### src/hdl/bis_pkg.sv
// Shared types and constants for the binary insertion sorter.
// Depends on nothing; every other file of the block imports it.
package bis_pkg;

  localparam int CAPACITY = 32;
  localparam int IDX_W    = $clog2(CAPACITY);
  localparam int CNT_W    = $clog2(CAPACITY + 1);
  localparam int VAL_W    = 32;

  typedef logic signed [VAL_W-1:0] value_t;
  typedef logic [IDX_W-1:0]        idx_t;
  typedef logic [CNT_W-1:0]        cnt_t;

  // Controller states, one-hot.
  typedef enum logic [2:0] {
    ST_IDLE   = 3'b001,
    ST_SEARCH = 3'b010,
    ST_EMIT   = 3'b100
  } state_t;

  // Commands from the controller to the datapath.
  typedef struct packed {
    logic accept;   // latch an input word and start the search bounds
    logic step;     // one binary search step
    logic insert;   // shift larger entries up and write the value
    logic emit;     // load the next sorted entry into the output register
  } cmd_t;

  // Status from the datapath to the controller.
  typedef struct packed {
    logic search_done;  // search bounds have met
    logic last;         // the word being inserted closes the set
    logic emit_final;   // the entry being emitted is the largest one
    logic out_free;     // output register can take a new word
  } status_t;

endpackage

### src/hdl/binary_insertion_sorter.sv
// Top level of the binary insertion sorter.
// Depends on bis_pkg, bis_ctrl and bis_datapath.

// Stable binary insertion sort over a stream of signed 32-bit words. Each
// input word is inserted into a store of 32 entries: a binary search finds
// the place after every stored entry that is less than or equal to it, and
// the larger entries all move up by one place at once. A word that carries
// in_tlast closes the set: after its insertion the whole set streams out in
// ascending order, one word per cycle while out_tready stays high, with
// out_tlast on the largest entry. Words that arrive while the store is full
// are dropped, and out_tuser is then 1 on every result of that set; the
// count and this flag clear once the last result is loaded into the output
// register. An input word is accepted, then searched by binary search steps
// and then inserted. A store of 31 entries is the largest one that still
// takes a word; the search loop makes one compare against the store per
// cycle. A full store skips the search, so a dropped word goes straight
// from accept to the insert step, which leaves the store as it is. A new
// input word is accepted as soon as the last result of a set sits in the
// output register.
module binary_insertion_sorter (
  input  logic        clk,
  input  logic        rst_n,
  // Input channel.
  input  logic        in_tvalid,
  output logic        in_tready,
  input  logic [31:0] in_tdata,   // [31:0] value (signed)
  input  logic        in_tlast,   // last word of the set
  // Result channel.
  output logic        out_tvalid,
  input  logic        out_tready,
  output logic [31:0] out_tdata,  // [31:0] sorted_value (signed)
  output logic        out_tlast,  // final_res: largest entry of the set
  output logic [0:0]  out_tuser   // [0] overflow
);
  import bis_pkg::*;

  cmd_t    cmd;
  status_t status;
  value_t  out_value;
  logic    out_overflow;

  bis_ctrl u_ctrl (
    .clk       (clk),
    .rst_n     (rst_n),
    .in_tvalid (in_tvalid),
    .in_tready (in_tready),
    .status    (status),
    .cmd       (cmd)
  );

  bis_datapath u_datapath (
    .clk          (clk),
    .rst_n        (rst_n),
    .cmd          (cmd),
    .status       (status),
    .in_value     (value_t'(in_tdata)),
    .in_last      (in_tlast),
    .out_ready    (out_tready),
    .out_valid    (out_tvalid),
    .out_value    (out_value),
    .out_final    (out_tlast),
    .out_overflow (out_overflow)
  );

  assign out_tdata    = out_value;
  assign out_tuser[0] = out_overflow;

endmodule

### src/hdl/bis_ctrl.sv
// Controller state machine of the binary insertion sorter.
// Depends on bis_pkg for the state, command and status types.
module bis_ctrl (
  input  logic             clk,
  input  logic             rst_n,
  input  logic             in_tvalid,
  output logic             in_tready,
  input  bis_pkg::status_t status,
  output bis_pkg::cmd_t    cmd
);
  import bis_pkg::*;

  state_t state_r, state_nxt;

  assign in_tready = (state_r == ST_IDLE);

  always_comb begin
    cmd        = '0;
    state_nxt  = state_r;
    case (state_r)
      ST_IDLE: begin
        if (in_tvalid) begin
          cmd.accept = 1'b1;
          state_nxt  = ST_SEARCH;
        end
      end
      ST_SEARCH: begin
        if (status.search_done) begin
          cmd.insert = 1'b1;
          state_nxt  = status.last ? ST_EMIT : ST_IDLE;
        end else begin
          cmd.step = 1'b1;
        end
      end
      ST_EMIT: begin
        if (status.out_free) begin
          cmd.emit = 1'b1;
          if (status.emit_final) begin
            state_nxt = ST_IDLE;
          end
        end
      end
      default: begin
        state_nxt = ST_IDLE;
      end
    endcase
  end

  always_ff @(posedge clk) begin
    if (!rst_n) begin
      state_r <= ST_IDLE;
    end else begin
      state_r <= state_nxt;
    end
  end

endmodule

### src/hdl/bis_datapath.sv
// Datapath of the binary insertion sorter: sorted store, search bounds,
// counters and the output register. Depends on bis_pkg.
module bis_datapath (
  input  logic             clk,
  input  logic             rst_n,
  input  bis_pkg::cmd_t    cmd,
  output bis_pkg::status_t status,
  input  bis_pkg::value_t  in_value,
  input  logic             in_last,
  input  logic             out_ready,
  output logic             out_valid,
  output bis_pkg::value_t  out_value,
  output logic             out_final,
  output logic             out_overflow
);
  import bis_pkg::*;

  value_t store_r [CAPACITY];
  value_t store_nxt [CAPACITY];

  value_t value_r;
  logic   last_r;
  cnt_t   count_r, count_nxt;
  logic   overflow_r, overflow_nxt;
  cnt_t   lo_r, lo_nxt, hi_r, hi_nxt;
  idx_t   emit_idx_r, emit_idx_nxt;

  logic   out_valid_r, out_valid_nxt;
  value_t out_value_r;
  logic   out_final_r, out_overflow_r;

  logic                full;
  logic [CNT_W:0]      bound_sum;
  idx_t                mid;
  idx_t                rd_idx;
  value_t              rd_data;
  logic                emit_final;
  idx_t                pos;

  assign full      = (count_r == cnt_t'(CAPACITY));
  assign bound_sum = {1'b0, lo_r} + {1'b0, hi_r};
  assign mid       = bound_sum[IDX_W:1];
  assign pos       = lo_r[IDX_W-1:0];

  // One read port serves both the search and the emit sweep.
  assign rd_idx  = cmd.emit ? emit_idx_r : mid;
  assign rd_data = store_r[rd_idx];

  assign emit_final = ((cnt_t'(emit_idx_r) + cnt_t'(1)) == count_r);

  assign status.search_done = (lo_r == hi_r);
  assign status.last        = last_r;
  assign status.emit_final  = emit_final;
  assign status.out_free    = !out_valid_r || out_ready;

  always_comb begin
    count_nxt    = count_r;
    overflow_nxt = overflow_r;
    lo_nxt       = lo_r;
    hi_nxt       = hi_r;
    emit_idx_nxt = emit_idx_r;
    if (cmd.accept) begin
      lo_nxt       = '0;
      // A full store skips the search; the word is dropped.
      hi_nxt       = full ? cnt_t'(0) : count_r;
      emit_idx_nxt = '0;
      if (full) begin
        overflow_nxt = 1'b1;
      end
    end
    if (cmd.step) begin
      if (value_r < rd_data) begin
        hi_nxt = cnt_t'(mid);
      end else begin
        lo_nxt = cnt_t'(mid) + cnt_t'(1);
      end
    end
    if (cmd.insert && !full) begin
      count_nxt = count_r + cnt_t'(1);
    end
    if (cmd.emit) begin
      emit_idx_nxt = emit_idx_r + idx_t'(1);
      if (emit_final) begin
        count_nxt    = '0;
        overflow_nxt = 1'b0;
      end
    end
  end

  // Insert: entries at or above the position move up by one place.
  always_comb begin
    for (int k = 0; k < CAPACITY; k++) begin
      store_nxt[k] = store_r[k];
      if (cmd.insert && !full) begin
        if (idx_t'(k) == pos) begin
          store_nxt[k] = value_r;
        end else if (k > 0 && idx_t'(k) > pos && cnt_t'(k) <= count_r) begin
          store_nxt[k] = store_r[(k > 0) ? k - 1 : 0];
        end
      end
    end
  end

  always_comb begin
    out_valid_nxt = out_valid_r;
    if (cmd.emit) begin
      out_valid_nxt = 1'b1;
    end else if (out_ready) begin
      out_valid_nxt = 1'b0;
    end
  end

  always_ff @(posedge clk) begin
    for (int k = 0; k < CAPACITY; k++) begin
      store_r[k] <= store_nxt[k];
    end
    lo_r       <= lo_nxt;
    hi_r       <= hi_nxt;
    emit_idx_r <= emit_idx_nxt;
    if (cmd.accept) begin
      value_r <= in_value;
      last_r  <= in_last;
    end
    if (cmd.emit) begin
      out_value_r    <= rd_data;
      out_final_r    <= emit_final;
      out_overflow_r <= overflow_r;
    end
  end

  always_ff @(posedge clk) begin
    if (!rst_n) begin
      count_r     <= '0;
      overflow_r  <= 1'b0;
      out_valid_r <= 1'b0;
    end else begin
      count_r     <= count_nxt;
      overflow_r  <= overflow_nxt;
      out_valid_r <= out_valid_nxt;
    end
  end

  assign out_valid    = out_valid_r;
  assign out_value    = out_value_r;
  assign out_final    = out_final_r;
  assign out_overflow = out_overflow_r;

endmodule
### config.mk
export PLATFORM = sky130hd
export DESIGN_NAME = binary_insertion_sorter
export DESIGN_NICKNAME = d
export VERILOG_FILES = /design/src/hdl/bis_pkg.sv /design/src/hdl/binary_insertion_sorter.sv /design/src/hdl/bis_ctrl.sv /design/src/hdl/bis_datapath.sv
export SDC_FILE = /design/constraint.sdc
export NUM_CORES = 2
export LEC_CHECK = 0
export BUFFER_PORTS_ARGS = -buffer_cell sky130_fd_sc_hd__buf_2
export CORE_MARGIN = 5
export CORE_UTILIZATION = 31
export CTS_CLUSTER_SIZE = 14
export DETAILED_ROUTE_END_ITERATION = 8
export RECOVER_POWER = 50
export SYNTH_ARGS = -nofsm -noshare
export SYNTH_HDL_FRONTEND = slang
export SYNTH_HIERARCHICAL = 1
export SYNTH_SLANG_ARGS = --single-unit
### constraint.sdc
create_clock -name clk -period 5.56 [get_ports clk]
set_input_delay 0.278 -clock clk [delete_from_list [all_inputs] [get_ports clk]]
set_output_delay 0.278 -clock clk [all_outputs]
set_load 0.03 [all_outputs]
==> run_results.csv <==
group,metric,value,unit
status,outcome,"finished with violations",
status,violations,"capacitance limit, slew limit",
floorplan,initial_core_util,31.1,%
setup_path,critPathCaptureType,"flip-flop",
synthesis,syn_inst,3577,
synthesis,syn_nets,3655,
floorplan,dieWidth,438,µm
clock_tree,numCtsBuffers,130,
synthesis,async_flop_share,0,%
synthesis,synth-edff-count,1096,
pwr,p_leak,22.1,nW
setup_path,worstPathRequired,6.22,ns
sta,fin_ws,0.0377,ns
final_layout,fin_nets,3866,
flow_run,maxCapViolations,5,
route,vias,35445,
setup_path,cp_max_fo,16,
floorplan,dieArea,192000,µm²
route,viasPerCell,5.65,
placed_design,place.gp.congestion,0.840,
sta,clock_skew,0.0242,ns
route,wl_met1,78.2,mm
synthesis,synth_area_per_cell,15.9,µm²
global_routing,track_usage,19.1,%
synthesis,synth.distinct_cells,74,
sta,finalCriticalPeriod,5.52,ns
route,firstDrtPassIters,8,
route,wl_met2,87.3,mm
floorplan,core,183000,µm²
hold_path,holdCritPathClass,"input pin to flip-flop",
route,wl_met3,15.8,mm
placed_design,hpwl,108,mm
clock_tree,cts.reportedPaths.clkPinSlew,0.06,ns
sta,finalHoldViolCount,0,
route,top_layer,"met5",
placed_design,dp_slack,-0.234,ns
pwr,ir_drop,0.274,mV
final_layout,drive_gt1_share,49.9,%
floorplan,pin_count,73,
global_routing,grt_pass1_vias,34988,
synthesis,ys_seq_area_share,58.7,%
sta,slew_viol_final,170,
synthesis,ys_ff_latch,1119,
sta,fin_crit_sh,99.3,%
floorplan,fp-row-count,157,
route,drt_wl_total,189,mm
setup_path,cp.arrival,6.18,ns
global_routing,grt-ovfl-total,0,
sta,tightestPinTransition,1.67,ns
sta,slew_headroom,-11.2,%
pwr,power_density,273,nW/µm²
clock_tree,clock_path_buffers,3,
sta,finalSetupViolations,0,
synthesis,synth_area,56800,µm²
global_routing,grt_max_degree,49,
route,ant_nets,0,
clock_tree,root_buffer,"clkbuf_16",
setup_path,timing_worst_setup_path_type,"flip-flop to flip-flop",
clock_tree,cts_tree,"done",
sta,maxClockFrequency,0.181,GHz
floorplan,die_height,438,µm
route,wl_per_cell,30.2,µm
synthesis,yosysWarnings,6,
placed_design,port_buffers,72,
route,drc,0,
sta,rsz0062_at_grt,"true",
clock_tree,clock_latency,0.77,ns
synthesis,synth_ff_type,"edfxtp_1",
clock_tree,cts_max_level,4,
final_layout,syn_to_final_growth,18.8,%
global_routing,grt_pass1_wl,265,mm
global_routing,antenna_found_initial,3,
setup_path,start_kind,"flip-flop",
route,first_iter_violations,4084,
sta,hold_slack,0.0675,ns
clock_tree,cts_sinks,1119,
[layout make-up]
class                      count  area (µm²)
antenna                        1        2.50
clock buffer                 167        3540
clock inverter                62         704
fill                       17045      115000
inverter                      12        45.0
multi-input combinational   2119       22900
sequential                  1119       33400
tap                         2385        2980
timing repair buffer         406        3980
[cell usage in the layout (no fill, tap or decap), types with 19 or more instances in the layout]
| cell | Yosys | routed |
|---|---|---|
| a21oi_1 | 42 | 30 |
| a31oi_1 | 72 | 63 |
| and3_1 | 62 | 55 |
| buf_12 | 0 | 57 |
| buf_2 | 30 | 70 |
| buf_4 | 4 | 188 |
| clkbuf_1 | 246 | 52 |
| clkbuf_16 | 0 | 142 |
| clkinv_1 | 0 | 24 |
| dfxtp_1 | 23 | 19 |
| dlygate4sd3_1 | 0 | 36 |
| edfxtp_1 | 1096 | 1096 |
| ha_1 | 40 | 35 |
| mux2_2 | 1026 | 1025 |
| mux2i_1 | 47 | 43 |
| mux4_2 | 248 | 248 |
| nand2_1 | 301 | 288 |
| nor2_1 | 63 | 38 |
| nor2_4 | 1 | 24 |
| o21ai_0 | 25 | 23 |
[power breakdown]
group	switching, mW	internal [mW]	leakage [nW]
clock	3.58	5.11	2.06
combinational	0.357	0.192	10.0
sequential	0.0505	9.18	10.1
total	3.98	14.5	22.1
[state kept, by name, summed over array words and instances (netlist names), 3 cells and up]
signal                 cells
u_ctrl/state_r             3
u_datapath/count_r         6
u_datapath/emit_idx_r      5
u_datapath/hi_r            6
u_datapath/lo_r            6
u_datapath/out_value      32
u_datapath/store_r      1024
u_datapath/value_r        32
[critical path, stage by stage (launching register included)]
cell	delay, ns
dfxtp_2	0.35
ha_4	0.14
inv_2	0.04
fa_2	0.60
buf_6	0.11
a21o_4	0.14
buf_12	0.12
buf_12	0.14
buf_16	0.18
mux4_2	0.55
nand2_1	0.13
a31oi_1	0.14
mux2i_2	0.34
ha_4	0.30
a21o_1	0.21
a21oi_2	0.13
nand3_1	0.08
or4b_4	0.58
o41ai_4	0.42
or3_1	0.17
a21bo_2	0.20
mux2_4	0.31
[cells in the mapped netlist (all sizes together), types with 6 or more instances]
master,number,share of area (%)
mux4,248,9.8
nand3,15,0.13
o21ai,31,0.29
nand2,302,2.0
a21oi,42,0.37
buf,81,0.64
ha,40,0.88
nand4,6,0.066
and2,16,0.18
inv,12,0.079
nand2b,18,0.20
a311oi,7,0.11
nor2b,10,0.11
a211oi,12,0.16
and3,62,0.68
xor2,10,0.17
mux2i,48,0.85
nor3,17,0.15
a31oi,72,0.79
mux2,1029,20
a21o,11,0.15
nor2,64,0.44
edfxtp,1096,58
dfxtp,23,0.81
clkbuf,246,1.6
xnor2,10,0.15
[per-stage QoR]
| stage | area (µm²) | std cells | setup TNS (ns) | power, mW | util [%] |
|---|---|---|---|---|---|
| floorplan | 56900 | 3577 | 0 | 9.68 | - |
| global placement | 61800 | 5940 | -1.29 | 9.91 | 33.8 |
| detailed placement | 61800 | 5940 | -2.09 | 9.91 | 33.8 |
| CTS | 66800 | 6224 | 0 | 18.6 | 36.6 |
| global route | 67600 | 6271 | -0.995 | 19.0 | 37.0 |
| finish | 67600 | 6271 | 0 | 18.5 | 37.0 |
[layer usage]
metal	GRT usage [%]	up-vias
met5	0	-
met4	7.61	2
met3	3.61	362
met2	30.2	1843
met1	26.0	18700
li1	-	14538
[kinds of logic after synthesis]
| group | synth area share [%] |
|---|---|
| buf+inv | 2.34 |
| flops | 58.7 |
| simple gates | 4.23 |
| fa+ha+maj | 0.916 |
| xor+xnor | 0.321 |
| mux | 31.1 |
| compound gates | 2.41 |
[final timing paths]
check | startpoint | end | slack, ns | cells after the start
max reg2reg | u_datapath/hi_r[0]$_DFF_P_ | u_datapath/hi_r[4]$_DFF_P_ | 0.04 | 21
min reg2reg | u_datapath/overflow_r$_SDFF_PN0_ | u_datapath/out_overflow$_DFFE_PP_ | 0.44 | 0
max | u_datapath/hi_r[0]$_DFF_P_ | u_datapath/hi_r[4]$_DFF_P_ | 0.04 | 21
min | in_tvalid | u_datapath/last_r$_DFFE_PP_ | 0.07 | 2
[what timing repair did]
action	in CTS	in global routing
resized for setup	28	73
hold buffers	36	0
setup buffers	15	44
cloned	4	5
pin swaps	12	30
hold endpoints to repair	44	0
endpoints found under the setup margin	12	12
Note: power is estimated with default switching activity, not from simulation.
